**config.mk**
```make
export PLATFORM = sky130hd
export DESIGN_NAME = csv_byte_tokenizer_flat
export DESIGN_NICKNAME = d
export VERILOG_FILES = /design/src/hdl/csvt_pkg.sv /design/src/hdl/csvt_if.sv /design/src/hdl/csvt_front.sv /design/src/hdl/csvt_queue.sv /design/src/hdl/csvt_back.sv /design/src/hdl/csv_byte_tokenizer.sv /design/src/flat_wrapper.sv
export SDC_FILE = /design/constraint.sdc
export NUM_CORES = 1
export LEC_CHECK = 0
export BUFFER_PORTS_ARGS = -buffer_cell sky130_fd_sc_hd__buf_4
export CORE_MARGIN = 2
export CORE_UTILIZATION = 53
export CTS_CLUSTER_DIAMETER = 60
export DETAILED_ROUTE_END_ITERATION = 8
export PLACE_DENSITY = 0.68
export SYNTH_ARGS = -nofsm -noshare
export SYNTH_HDL_FRONTEND = slang
export SYNTH_SLANG_ARGS = --single-unit
```
**constraint.sdc**
```tcl
create_clock -name clk -period 5.2 [get_ports clk]
set_input_delay 0 -clock clk [delete_from_list [all_inputs] [get_ports clk]]
set_output_delay 0 -clock clk [all_outputs]
set_load 0.01 [all_outputs]
```
**src/hdl/csvt_pkg.sv**
```systemverilog
// shared types and constants of the csv byte tokenizer
`timescale 1ns / 1ps
`default_nettype none

package csvt_pkg;

  // input item kinds
  localparam logic IN_TEXT = 1'b0;
  localparam logic IN_END  = 1'b1;

  // token kinds
  localparam logic [1:0] K_BYTE  = 2'd0;
  localparam logic [1:0] K_FIELD = 2'd1;
  localparam logic [1:0] K_ROW   = 2'd2;
  localparam logic [1:0] K_ERR   = 2'd3;

  // byte codes
  localparam logic [7:0] CH_BOM0  = 8'hEF;
  localparam logic [7:0] CH_BOM1  = 8'hBB;
  localparam logic [7:0] CH_BOM2  = 8'hBF;
  localparam logic [7:0] CH_QUOTE = 8'h22;
  localparam logic [7:0] CH_COMMA = 8'h2C;
  localparam logic [7:0] CH_CR    = 8'h0D;
  localparam logic [7:0] CH_LF    = 8'h0A;

  // most tokens one request can cause, and default queue depth
  localparam int MAX_TOKENS  = 3;
  localparam int QUEUE_DEPTH = 2;

  typedef struct packed {
    logic [1:0] kind;
    logic [7:0] data;
  } tok_t;

  // all tokens of one request, in order, with their count
  typedef struct packed {
    tok_t [MAX_TOKENS-1:0] toks;
    logic [1:0]            count;
  } bundle_t;

endpackage

`default_nettype wire

```
**src/hdl/csvt_if.sv**
```systemverilog
// valid/ready channel interfaces for text requests and tokens
`timescale 1ns / 1ps
`default_nettype none

interface csvt_in_if ();
  logic       valid;
  logic       ready;
  logic       kind;
  logic [7:0] in_byte;

  modport source (output valid, output kind, output in_byte, input ready);
  modport sink (input valid, input kind, input in_byte, output ready);
endinterface

interface csvt_out_if ();
  logic       valid;
  logic       ready;
  logic [1:0] out_kind;
  logic [7:0] out_byte;
  logic       last;

  modport source (output valid, output out_kind, output out_byte, output last, input ready);
  modport sink (input valid, input out_kind, input out_byte, input last, output ready);
endinterface

`default_nettype wire

```
**src/hdl/csvt_front.sv**
```systemverilog
// front end: parser state, marker stripping and token bundle building
`timescale 1ns / 1ps
`default_nettype none

module csvt_front import csvt_pkg::*; (
  input  logic    clk,
  input  logic    rst,
  csvt_in_if.sink text,
  output logic    push_valid,
  input  logic    push_ready,
  output bundle_t push_data
);

  // byte order marker progress
  localparam logic [1:0] BOM_START = 2'd0;
  localparam logic [1:0] BOM_EF    = 2'd1;
  localparam logic [1:0] BOM_EFBB  = 2'd2;
  localparam logic [1:0] BOM_DONE  = 2'd3;

  logic       quoted, quoted_next;
  logic       quote_pending, quote_pending_next;
  logic       field_begun, field_begun_next;
  logic       row_begun, row_begun_next;
  logic [1:0] bom_stage, bom_stage_next;

  logic       accept;
  logic       replay;
  logic       handled;
  logic       do_plain;
  logic [1:0] n;
  bundle_t    bundle;

  assign text.ready = push_ready;
  assign accept     = text.valid && push_ready;

  // work out next state and the tokens of the current request
  always_comb begin
    quoted_next        = quoted;
    quote_pending_next = quote_pending;
    field_begun_next   = field_begun;
    row_begun_next     = row_begun;
    bom_stage_next     = bom_stage;
    bundle             = '0;
    n                  = 2'd0;
    replay             = 1'b0;
    handled            = 1'b0;
    do_plain           = 1'b0;

    // does this request break off or finish the marker
    if (text.kind == IN_END) begin
      replay = 1'b1;
    end else begin
      unique case (bom_stage)
        BOM_START: begin
          if (text.in_byte == CH_BOM0) begin
            bom_stage_next = BOM_EF;
            handled        = 1'b1;
          end else begin
            bom_stage_next = BOM_DONE;
          end
        end
        BOM_EF: begin
          if (text.in_byte == CH_BOM1) begin
            bom_stage_next = BOM_EFBB;
            handled        = 1'b1;
          end else begin
            replay = 1'b1;
          end
        end
        BOM_EFBB: begin
          if (text.in_byte == CH_BOM2) begin
            bom_stage_next = BOM_DONE;
            handled        = 1'b1;
          end else begin
            replay = 1'b1;
          end
        end
        default: begin
        end
      endcase
    end

    // held marker bytes come out as plain content
    if (replay && (bom_stage == BOM_EF || bom_stage == BOM_EFBB)) begin
      bundle.toks[n] = '{kind: K_BYTE, data: CH_BOM0};
      n = n + 2'd1;
      if (bom_stage == BOM_EFBB) begin
        bundle.toks[n] = '{kind: K_BYTE, data: CH_BOM1};
        n = n + 2'd1;
      end
      field_begun_next = 1'b1;
      row_begun_next   = 1'b1;
    end
    if (replay) begin
      bom_stage_next = BOM_DONE;
    end

    if (text.kind == IN_END) begin
      // close a pending quote, then flush the row or flag the open quote
      if (quote_pending) begin
        quote_pending_next = 1'b0;
        quoted_next        = 1'b0;
      end
      if (quoted_next) begin
        bundle.toks[n] = '{kind: K_ERR, data: 8'd0};
        n = n + 2'd1;
      end else if (row_begun_next) begin
        bundle.toks[n] = '{kind: K_ROW, data: 8'd0};
        n = n + 2'd1;
      end
      quoted_next        = 1'b0;
      quote_pending_next = 1'b0;
      field_begun_next   = 1'b0;
      row_begun_next     = 1'b0;
      bom_stage_next     = BOM_START;
    end else if (!handled) begin
      // quoting decisions
      if (quote_pending) begin
        quote_pending_next = 1'b0;
        if (text.in_byte == CH_QUOTE) begin
          bundle.toks[n] = '{kind: K_BYTE, data: CH_QUOTE};
          n = n + 2'd1;
        end else begin
          quoted_next = 1'b0;
          do_plain    = 1'b1;
        end
      end else if (quoted) begin
        if (text.in_byte == CH_QUOTE) begin
          quote_pending_next = 1'b1;
        end else begin
          bundle.toks[n] = '{kind: K_BYTE, data: text.in_byte};
          n = n + 2'd1;
        end
      end else begin
        do_plain = 1'b1;
      end

      // unquoted byte handling
      if (do_plain) begin
        if (text.in_byte == CH_QUOTE && !field_begun_next) begin
          quoted_next      = 1'b1;
          field_begun_next = 1'b1;
          row_begun_next   = 1'b1;
        end else if (text.in_byte == CH_COMMA) begin
          row_begun_next   = 1'b1;
          field_begun_next = 1'b0;
          bundle.toks[n] = '{kind: K_FIELD, data: 8'd0};
          n = n + 2'd1;
        end else if (text.in_byte == CH_CR) begin
          // carriage return dropped
        end else if (text.in_byte == CH_LF) begin
          if (row_begun_next) begin
            bundle.toks[n] = '{kind: K_ROW, data: 8'd0};
            n = n + 2'd1;
            field_begun_next = 1'b0;
            row_begun_next   = 1'b0;
          end
        end else begin
          bundle.toks[n] = '{kind: K_BYTE, data: text.in_byte};
          n = n + 2'd1;
          field_begun_next = 1'b1;
          row_begun_next   = 1'b1;
        end
      end
    end
    bundle.count = n;
  end

  assign push_valid = text.valid && (n != 2'd0);
  assign push_data  = bundle;

  // parser state
  always_ff @(posedge clk) begin
    if (rst) begin
      quoted        <= 1'b0;
      quote_pending <= 1'b0;
      field_begun   <= 1'b0;
      row_begun     <= 1'b0;
      bom_stage     <= BOM_START;
    end else if (accept) begin
      quoted        <= quoted_next;
      quote_pending <= quote_pending_next;
      field_begun   <= field_begun_next;
      row_begun     <= row_begun_next;
      bom_stage     <= bom_stage_next;
    end
  end

  // a pending quote only exists inside quotes
  a_pending_quoted: assert property (@(posedge clk) disable iff (rst)
    quote_pending |-> quoted)
    else $error("quote pending outside a quoted field");

  // nothing has started while the marker is still undecided
  a_bom_clean: assert property (@(posedge clk) disable iff (rst)
    (bom_stage != BOM_DONE) |-> (!quoted && !row_begun && !field_begun))
    else $error("parser state set before start of input passed");

  // end of input returns the parser to its reset state
  a_end_resets: assert property (@(posedge clk) disable iff (rst)
    (accept && text.kind == IN_END) |=>
      (bom_stage == BOM_START && !quoted && !quote_pending && !row_begun && !field_begun))
    else $error("state not cleared after end of input");

endmodule

`default_nettype wire

```
**src/hdl/csvt_queue.sv**
```systemverilog
// small fifo of token bundles between front and back end
`timescale 1ns / 1ps
`default_nettype none

module csvt_queue import csvt_pkg::*; #(
  parameter int DEPTH = QUEUE_DEPTH
) (
  input  logic    clk,
  input  logic    rst,
  input  logic    in_valid,
  output logic    in_ready,
  input  bundle_t in_data,
  output logic    out_valid,
  input  logic    out_ready,
  output bundle_t out_data
);

  localparam int PW = (DEPTH > 1) ? $clog2(DEPTH) : 1;
  localparam int CW = $clog2(DEPTH + 1);

  bundle_t         slots [DEPTH];
  logic [PW-1:0]   wr_ptr;
  logic [PW-1:0]   rd_ptr;
  logic [CW-1:0]   count;
  logic            push;
  logic            pop;

  assign in_ready  = (count != CW'(DEPTH));
  assign out_valid = (count != '0);
  assign push      = in_valid && in_ready;
  assign pop       = out_valid && out_ready;
  assign out_data  = slots[rd_ptr];

  // pointers and fill level
  always_ff @(posedge clk) begin
    if (rst) begin
      wr_ptr <= '0;
      rd_ptr <= '0;
      count  <= '0;
    end else begin
      if (push) begin
        wr_ptr <= (wr_ptr == PW'(DEPTH - 1)) ? '0 : wr_ptr + PW'(1);
      end
      if (pop) begin
        rd_ptr <= (rd_ptr == PW'(DEPTH - 1)) ? '0 : rd_ptr + PW'(1);
      end
      if (push && !pop) begin
        count <= count + CW'(1);
      end else if (pop && !push) begin
        count <= count - CW'(1);
      end
    end
  end

  // storage
  always_ff @(posedge clk) begin
    if (push) begin
      slots[wr_ptr] <= in_data;
    end
  end

  a_count_range: assert property (@(posedge clk) disable iff (rst)
    count <= CW'(DEPTH))
    else $error("queue fill level beyond depth");

endmodule

`default_nettype wire

```
**src/hdl/csvt_back.sv**
```systemverilog
// back end: plays out one token per cycle from each bundle while the receiver is ready
`timescale 1ns / 1ps
`default_nettype none

module csvt_back import csvt_pkg::*; (
  input  logic         clk,
  input  logic         rst,
  input  logic         pop_valid,
  output logic         pop_ready,
  input  bundle_t      pop_data,
  csvt_out_if.source   tokens
);

  logic       have;
  bundle_t    cur;
  logic [1:0] idx;
  logic       last_tok;
  logic       fire;
  logic       pop;

  assign last_tok  = (idx == cur.count - 2'd1);
  assign fire      = have && tokens.ready;
  assign pop_ready = !have || (fire && last_tok);
  assign pop       = pop_valid && pop_ready;

  // output side
  assign tokens.valid    = have;
  assign tokens.out_kind = cur.toks[idx].kind;
  assign tokens.out_byte = cur.toks[idx].data;
  assign tokens.last     = last_tok;

  // token position within the held bundle
  always_ff @(posedge clk) begin
    if (rst) begin
      have <= 1'b0;
      idx  <= 2'd0;
    end else if (pop) begin
      have <= 1'b1;
      idx  <= 2'd0;
    end else if (fire) begin
      if (last_tok) begin
        have <= 1'b0;
      end else begin
        idx <= idx + 2'd1;
      end
    end
  end

  always_ff @(posedge clk) begin
    if (pop) begin
      cur <= pop_data;
    end
  end

  // held bundles are never empty
  a_nonempty: assert property (@(posedge clk) disable iff (rst)
    have |-> (cur.count != 2'd0 && idx < cur.count))
    else $error("token index outside held bundle");

  // a bundle keeps the output busy until its last token goes
  a_busy_until_last: assert property (@(posedge clk) disable iff (rst)
    (fire && !last_tok) |=> (tokens.valid && idx == $past(idx) + 2'd1))
    else $error("bundle dropped before its last token");

endmodule

`default_nettype wire

```
**src/hdl/csv_byte_tokenizer.sv**
```systemverilog
// top level of the streaming csv byte tokenizer
//
// Requests arrive on the text channel: kind 0 carries one text byte in
// in_byte, kind 1 marks end of input. Tokens leave on the tokens channel:
// field bytes, end of field, end of row and unterminated quote marks, with
// last set on the final token caused by one request. A request that causes
// no token (carriage return, skipped newline, marker byte) produces nothing.
// On its way out the first token of a request is registered, first by the
// front end into the bundle queue, then into the playout register of the
// back end.
// Throughput: one request per cycle while each request causes at most one
// token and the receiver is ready; a request with more than one token holds
// the output until its last token goes, since the back end plays out one
// token per cycle. The bundle queue (QUEUE_DEPTH entries) plus the playout
// register let the front end keep accepting while tokens wait.
// When the receiver stalls, tokens hold and the queue fills; text.ready
// drops once the queue is full. Reset clears the parser state and empties
// the queue, so marker detection restarts at the first byte.
`timescale 1ns / 1ps
`default_nettype none

module csv_byte_tokenizer import csvt_pkg::*; #(
  parameter int QUEUE_DEPTH_P = QUEUE_DEPTH
) (
  input  logic       clk,
  input  logic       rst,
  csvt_in_if.sink    text,
  csvt_out_if.source tokens
);

  logic    push_valid;
  logic    push_ready;
  bundle_t push_data;
  logic    pop_valid;
  logic    pop_ready;
  bundle_t pop_data;

  // parsing and token building
  csvt_front u_front (
    .clk        (clk),
    .rst        (rst),
    .text       (text),
    .push_valid (push_valid),
    .push_ready (push_ready),
    .push_data  (push_data)
  );

  // decoupling queue
  csvt_queue #(
    .DEPTH (QUEUE_DEPTH_P)
  ) u_queue (
    .clk       (clk),
    .rst       (rst),
    .in_valid  (push_valid),
    .in_ready  (push_ready),
    .in_data   (push_data),
    .out_valid (pop_valid),
    .out_ready (pop_ready),
    .out_data  (pop_data)
  );

  // token playout
  csvt_back u_back (
    .clk       (clk),
    .rst       (rst),
    .pop_valid (pop_valid),
    .pop_ready (pop_ready),
    .pop_data  (pop_data),
    .tokens    (tokens)
  );

endmodule

`default_nettype wire
```
**src/flat_wrapper.sv**
```systemverilog
// flat-port wrapper written by rule: the top's interface ports become plain ports
module csv_byte_tokenizer_flat import csvt_pkg::*;
#(
  parameter int QUEUE_DEPTH_P = QUEUE_DEPTH
)
  (clk, rst, text_valid, text_kind, text_in_byte, text_ready, tokens_valid, tokens_out_kind, tokens_out_byte, tokens_last, tokens_ready);
  csvt_in_if text_i ();
  csvt_out_if tokens_i ();
  input  logic clk;
  input  logic rst;
  input wire logic [$bits(text_i.valid)-1:0] text_valid;
  input wire logic [$bits(text_i.kind)-1:0] text_kind;
  input wire logic [$bits(text_i.in_byte)-1:0] text_in_byte;
  output wire logic [$bits(text_i.ready)-1:0] text_ready;
  output wire logic [$bits(tokens_i.valid)-1:0] tokens_valid;
  output wire logic [$bits(tokens_i.out_kind)-1:0] tokens_out_kind;
  output wire logic [$bits(tokens_i.out_byte)-1:0] tokens_out_byte;
  output wire logic [$bits(tokens_i.last)-1:0] tokens_last;
  input wire logic [$bits(tokens_i.ready)-1:0] tokens_ready;
  assign text_i.valid = text_valid;
  assign text_i.kind = text_kind;
  assign text_i.in_byte = text_in_byte;
  assign text_ready = text_i.ready;
  assign tokens_valid = tokens_i.valid;
  assign tokens_out_kind = tokens_i.out_kind;
  assign tokens_out_byte = tokens_i.out_byte;
  assign tokens_last = tokens_i.last;
  assign tokens_i.ready = tokens_ready;
  csv_byte_tokenizer #(.QUEUE_DEPTH_P(QUEUE_DEPTH_P)) u_core (.clk(clk), .rst(rst), .text(text_i), .tokens(tokens_i));
endmodule
```
* Word level (Yosys, flattened, before mapping)
Memory sizes are Yosys's and may differ from the RTL's. A register that Yosys moved wholly into a read port is not among the register bits.
Cells that the tools add are included.
** Operators by class
- Equality and inequality tests :: 14
- Bitwise gates (word level) :: 16
- Muxes and demuxes :: 103
- Add/subtract/negate cells :: 8
- $lt $le $gt $ge :: 5
- Reduce and logical (&&, ||, !) cells :: 30
** Operators by type and width (number)
- $mux 30 :: 16
- $not 27->27 :: 3
- $bwmux 30 :: 2
- $and 27x27->27 :: 2
- $mux 2 :: 25
- $mux 1 :: 49
- $not 24->24 :: 2
- $demux 10 s2 :: 2
- $mux 10 :: 3
- $and 17x27->27 :: 1
- $and 14x24->24 :: 1
- $and 16x24->24 :: 1
- $eq 8x8->1 const B :: 3
- $bmux 10 s2 :: 1
- $mux 18 :: 1
- $eq 8x4->1 const B :: 2
- $eq 8x6->1 const B :: 2
- $logic_and 1x1->1 :: 12
- $or 4x6->6 :: 2
- $reduce_bool 2->1 :: 5
- $lt 2x3->1 const B :: 3
- $add 2x1->2 const B :: 4
- $mux 8 :: 1
- $ne 4x4->1 const B :: 2
- other kinds (20) :: 31
** Word-level totals
- Output and inout port bits :: 13
- Word-level logic and storage cells :: 187
- Input bits :: 13
- Register bits :: 13
- Memories kept :: 1
- Bits in writable memories :: 64
** Memory list
- u_core.u_queue.slots :: words 2, width 32, read ports 1, clocked after Yosys merged registers in 1, write ports 1, line csvt_queue.sv:21 : bundle_t slots [DEPTH];

* Longest topological paths before layout
- Depth after elaboration :: 28
- Mapped depth :: 16
- Gate-level depth less buffers :: 15

* Modules after synthesis
A second synthesis with hierarchy kept.
** Unflattened totals
- Cells, all modules :: 417
- Area total of the unflattened synthesis :: 5392.7 sq um
** By module, submodules not included
- csvt_queue :: cells each 124, seq. area each 2021.9 sq um, area each 2524.9 sq um, times used 1
- csvt_back :: cells each 93, seq. area each 1021.0 sq um, area each 1433.9 sq um, times used 1
- csvt_front :: cells each 200, seq. area each 120.1 sq um, area each 1433.9 sq um, times used 1

* Least setup slack after synthesis
No wires, ideal clock.
- Path type :: register -> register
- From :: reg u_core.u_front.bom_stage[0]
- To :: mem u_core.u_queue.slots[0][0] in the netlist's numbering, enable pin
- Arrival :: 3853 ps
- Setup time :: 425 ps
- Stages on the path, launching flop included :: 14
- Clock period less this slack :: 4278 ps
- Data required time :: 4775 ps
- Slack :: 922 ps
- Cells stage by stage :: dfxtp_1 inv_1 ha_1 buf_2 mux2i_1 nand4_1 nand2_2 nor2_1 xnor2_1 ha_1 mux2i_1 a31oi_2 a31oi_4 nor2b_1
** On the way
- Word-level cells in the longest chain between the ends :: 25
** Ends and longest elaborated chain
- start, declared :: line csvt_front.sv:24 : logic [1:0] bom_stage, bom_stage_next;
- start signal, assigned :: line csvt_front.sv:185 : bom_stage <= bom_stage_next;
- $eq 2x2->1 or $eq 2x1->1 (tied branches) :: line csvt_front.sv:53, csvt_front.sv:84, csvt_front.sv:87
- $pmux 1 s2 :: line csvt_front.sv:53 : unique case (bom_stage)
- $mux 1 :: line csvt_front.sv:50 : if (text.kind == IN_END) begin
- $logic_and 1x1->1 :: line csvt_front.sv:84 : if (replay && (bom_stage == BOM_EF || bom_stage == BOM_EFBB)) begin
- $mux 2 :: line csvt_front.sv:84
- $add 2x1->2
- $mux 2 :: line csvt_front.sv:128 : if (text.in_byte == CH_QUOTE) begin
- $mux 2 :: line csvt_front.sv:127 : end else if (quoted) begin
- [... 10 more ...]
- $mux 2 :: line csvt_front.sv:116 : end else if (!handled) begin
- $mux 2 (*) :: line csvt_front.sv:98 : if (text.kind == IN_END) begin
- $reduce_bool 2->1 (*) :: line csvt_front.sv:169 : assign push_valid = text.valid && (n != 2'd0);
- $logic_and 1x1->1 (*) :: line csvt_front.sv:169
- $logic_and 1x1->1 (*) :: line csvt_queue.sv:30 : assign push = in_valid && in_ready;
- named net u_core.u_queue.push :: line csvt_queue.sv:25 : logic push;
- $mux 1 (*) :: line csvt_queue.sv:57 : if (push) begin
- $mux 1 (implied by the code) (*) :: line csvt_queue.sv:58 : slots[wr_ptr] <= in_data;
- end, declared :: line csvt_queue.sv:21
Mark *: on every way through the listed nets, which the timed path passes. The rest lies on a longest branch. The select of a mux whose other input is x is not followed.

* Final worst setup path
- From :: reg u_core.u_front.bom_stage[0]
- To :: mem u_core.u_queue.slots[0][29] in the netlist's numbering, enable pin
Same word-level chain as after synthesis.

==> impl_metrics.yaml <==
setup_path:
  crit_path_end_kind: "flop"
  cp-start-kind: "flop"
  worstSetupPathType: "flop to flop"
  crit_arrival_ps: 3860
  cpPeakStageDelay_ps: 460
  path_cells: "inv_1, ha_1, mux2i_1, nand4_1, nand2_2, nor2_1, xnor2_1, ha_1, mux2i_1, a31oi_2, a31oi_4, nor2b_2, buf_4"
  cp.required_ps: 5220
  slowest_stage: "ha_1"
  critPathMaxFanout: 32
synth:
  synth_ff_type: "edfxtp_1"
  synthDistinctLibCells: 73
  syn_area_um2: 5424
  synth-async-reset-ratio_pct: 0
  syn_inst: 437
  yosys_warnings: 0
  synth_enable_flop_cells: 96
  synth_seq_area_share_pct: 57.95
  syn_nets: 459
  ys_ff_latch: 109
  syn_avg_cell_area_um2: 12.41
timing:
  max_clock_freq_mhz: 260.6
  setup_violations: 0
  post-route-min-period_ps: 3837
  hold_viol_final: 0
  rsz0062_at_grt: "no"
  skew_ps: 8.736
  finalMaxSlewViolations: 0
  max_slew.worst_pin.slew_ps: 1156
  fin_setup_tns_ps: 0
  relSlewSlack_pct: 22.68
  post-route-period-util_pct: 73.78
pwr:
  combPwrFrac_pct: 29.3
  switching_share_pct: 29.83
  clkPwrFrac_pct: 19.8
  p_int_mw: 1.786
  power_mw: 2.545
  power_density_nw_per_um2: 429.8
  vdd_drop_max_mv: 0.2388
  p_leak_nw: 2.048
  switching_power_mw: 0.7592
  share_seq_of_total_power_pct: 50.9
layout:
  finalNetCount: 478
  final_common_cell: "edfxtp_1"
  postLayoutCellArea_um2: 5921
  final.fill_count: 776
  final-seq-area_um2: 3143
  areaGrowthSynthToFinish_pct: 9.158
  antenna_cells: 0
  multiInputGateArea_um2: 2128
  drive_above_1_share_pct: 21.96
  most-common-layout-cells: "edfxtp_1, nand2_1, mux2_2"
routing:
  wirelength_um: 11260
  final_antenna_net_count: 0
  vias_per_cell: 5.975
  dr.pass1.iters: 7
  drtIter0Drc: 290
  wl_per_cell_um: 18.99
  drc: 0
  num_vias: 3543
outcome:
  status: "complete, no violations"
global_routing:
  first_global_vias: 3293
  grt_start_max_net_pins: 37
  grt-ovfl-total: 0
  track_usage_pct: 21.25
  antenna_found_initial: 0
  grt_pass1_wl_um: 18000
clocking:
  tritoncts: "built"
  htreeDepth: 3
  clockRootBuffer: "clkbuf_8"
  clk_latency_ps: 360
  cts_buffers: 9
  cts.clk_slew.worst_paths_ps: 100
  clock_sinks: 109
  cts_buffer_depth: 2
  post-cts-setup-buffer-count: 0
  cts_resized: 0
run:
  drv_cap: 0
placed_design:
  place_hpwl_um: 7886
  numPortBuffers: 25
  routabilityCongestion: 0.9854
  placed_area_um2: 5704
die:
  fp.dieW_um: 105.2
  core_area_um2: 9864
  start_util_pct: 54.98
  die_height_um: 105.2
  die_area_um2: 11060
  rows: 36
  pin_count: 26
hold_path:
  hold_class: "input port to flop"
==> critical path: cells and delay by family, from the launching register on <==
family	cells	cell delay (ps)
simple gates	4	940
fa+ha+maj	2	780
buf+inv	2	480
compound gates	2	410
flops	1	360
mux	2	330
xor+xnor	1	180
==> synthesized netlist by cell type, drive strengths merged (3+ instances only) <==
library cell	number	share of area, %
ha	9	2.1
nor3	9	1.0
clkbuf	14	0.99
a31o	5	0.81
nand2b	5	0.58
dfxtp	13	4.8
nand3	9	0.83
xnor2	3	0.48
a31oi	9	1.4
nor2b	8	0.92
and3	7	0.81
mux2	33	6.9
and2	9	1.0
o21ai	29	2.9
inv	9	0.62
and4b	3	0.55
xor2	4	0.65
mux2i	15	2.8
edfxtp	96	53
buf	11	1.5
nor2	28	1.9
nand2	37	2.7
a21oi	17	1.6
o32ai	3	0.48
o22ai	4	0.46
o31ai	3	0.42
a211oi	4	0.55
==> cell type report <==
class                   count  area share (%)
flip-flops and latches    109           53.09
multi-input cells         294           35.95
repair buffers             33           4.269
well taps                 133           2.811
clock buffers               9           2.092
clock inverters             6           1.226
inverters                   9          0.5706
==> final timing paths <==
path,from,endpoint,slack (ps),cells past startpoint
worst max-delay path,u_core.u_front.bom_stage[0]$_SDFFE_PP0P_,u_core.u_queue.slots[0][29]$_DFFE_PP_,1360,13
worst min register to register,u_core.u_queue.count[1]$_SDFFE_PP0P_,u_core.u_queue.count[1]$_SDFFE_PP0P_,510,2
worst min-delay path,text_valid,u_core.u_front.row_begun$_SDFFE_PP0P_,40,3
worst max register to register,u_core.u_front.bom_stage[0]$_SDFFE_PP0P_,u_core.u_queue.slots[0][29]$_DFFE_PP_,1360,13
==> power groups by stage <==
stage	registers, mW	logic [mW]	clock network, mW
6_report	1.30	0.745	0.504
5_1_grt	1.32	0.822	0.549
4_1_cts	1.30	0.747	0.516
3_5_place_dp	1.32	0.741	0
3_3_place_gp	1.31	0.736	0
2_1_floorplan	1.31	0.521	0
==> metrics by stage <==
step	hold slack (ps)	std cells	setup slack [ps]	util [%]
finish	38.49	593	1363	60.02
CTS	24.55	593	1363	60.02
global placement	290.0	576	1594	57.83
global route	53.26	593	1037	60.02
floorplan	79.31	437	922.1	-
detailed placement	296.5	576	1416	57.83
==> metal layers <==
layer	track usage [%]	up-vias	wire (µm)
li1	-	1695	-
met1	30.25	1710	5145
met2	32.98	114	5307
met3	3.244	24	529
met4	8.095	0	276
met5	0	-	0
==> flip-flops by register name, indices dropped and copies added (netlist names) <==
register	cells
u_core.u_queue.slots	64
u_core.u_back.cur	32
u_core.u_back.idx	2
u_core.u_front.bom_stage	2
u_core.u_queue.count	2
u_core.u_back.tokens.valid	1
u_core.u_front.field_begun	1
u_core.u_front.quote_pending	1
u_core.u_front.quoted	1
u_core.u_front.row_begun	1
u_core.u_queue.rd_ptr	1
u_core.u_queue.wr_ptr	1
==> cells by family (layout without fill, tap and decap cells) <==
family,Yosys count,after routing,synth area share [%]
fa+ha+maj,9,9,2.076
compound gates,95,95,12.36
xor+xnor,7,7,1.130
simple gates,135,135,13.73
mux,48,48,9.689
flops,109,109,57.95
buf+inv,34,57,3.068
==> timing repair <==
| item | in CTS | in global routing |
|---|---|---|
| hold buffers | 2 | 0 |
| endpoints found under the setup margin | 0 | 0 |
| endpoints found under the hold margin | 12 | 0 |
No activity file was read; power rests on OpenSTA's default activity.
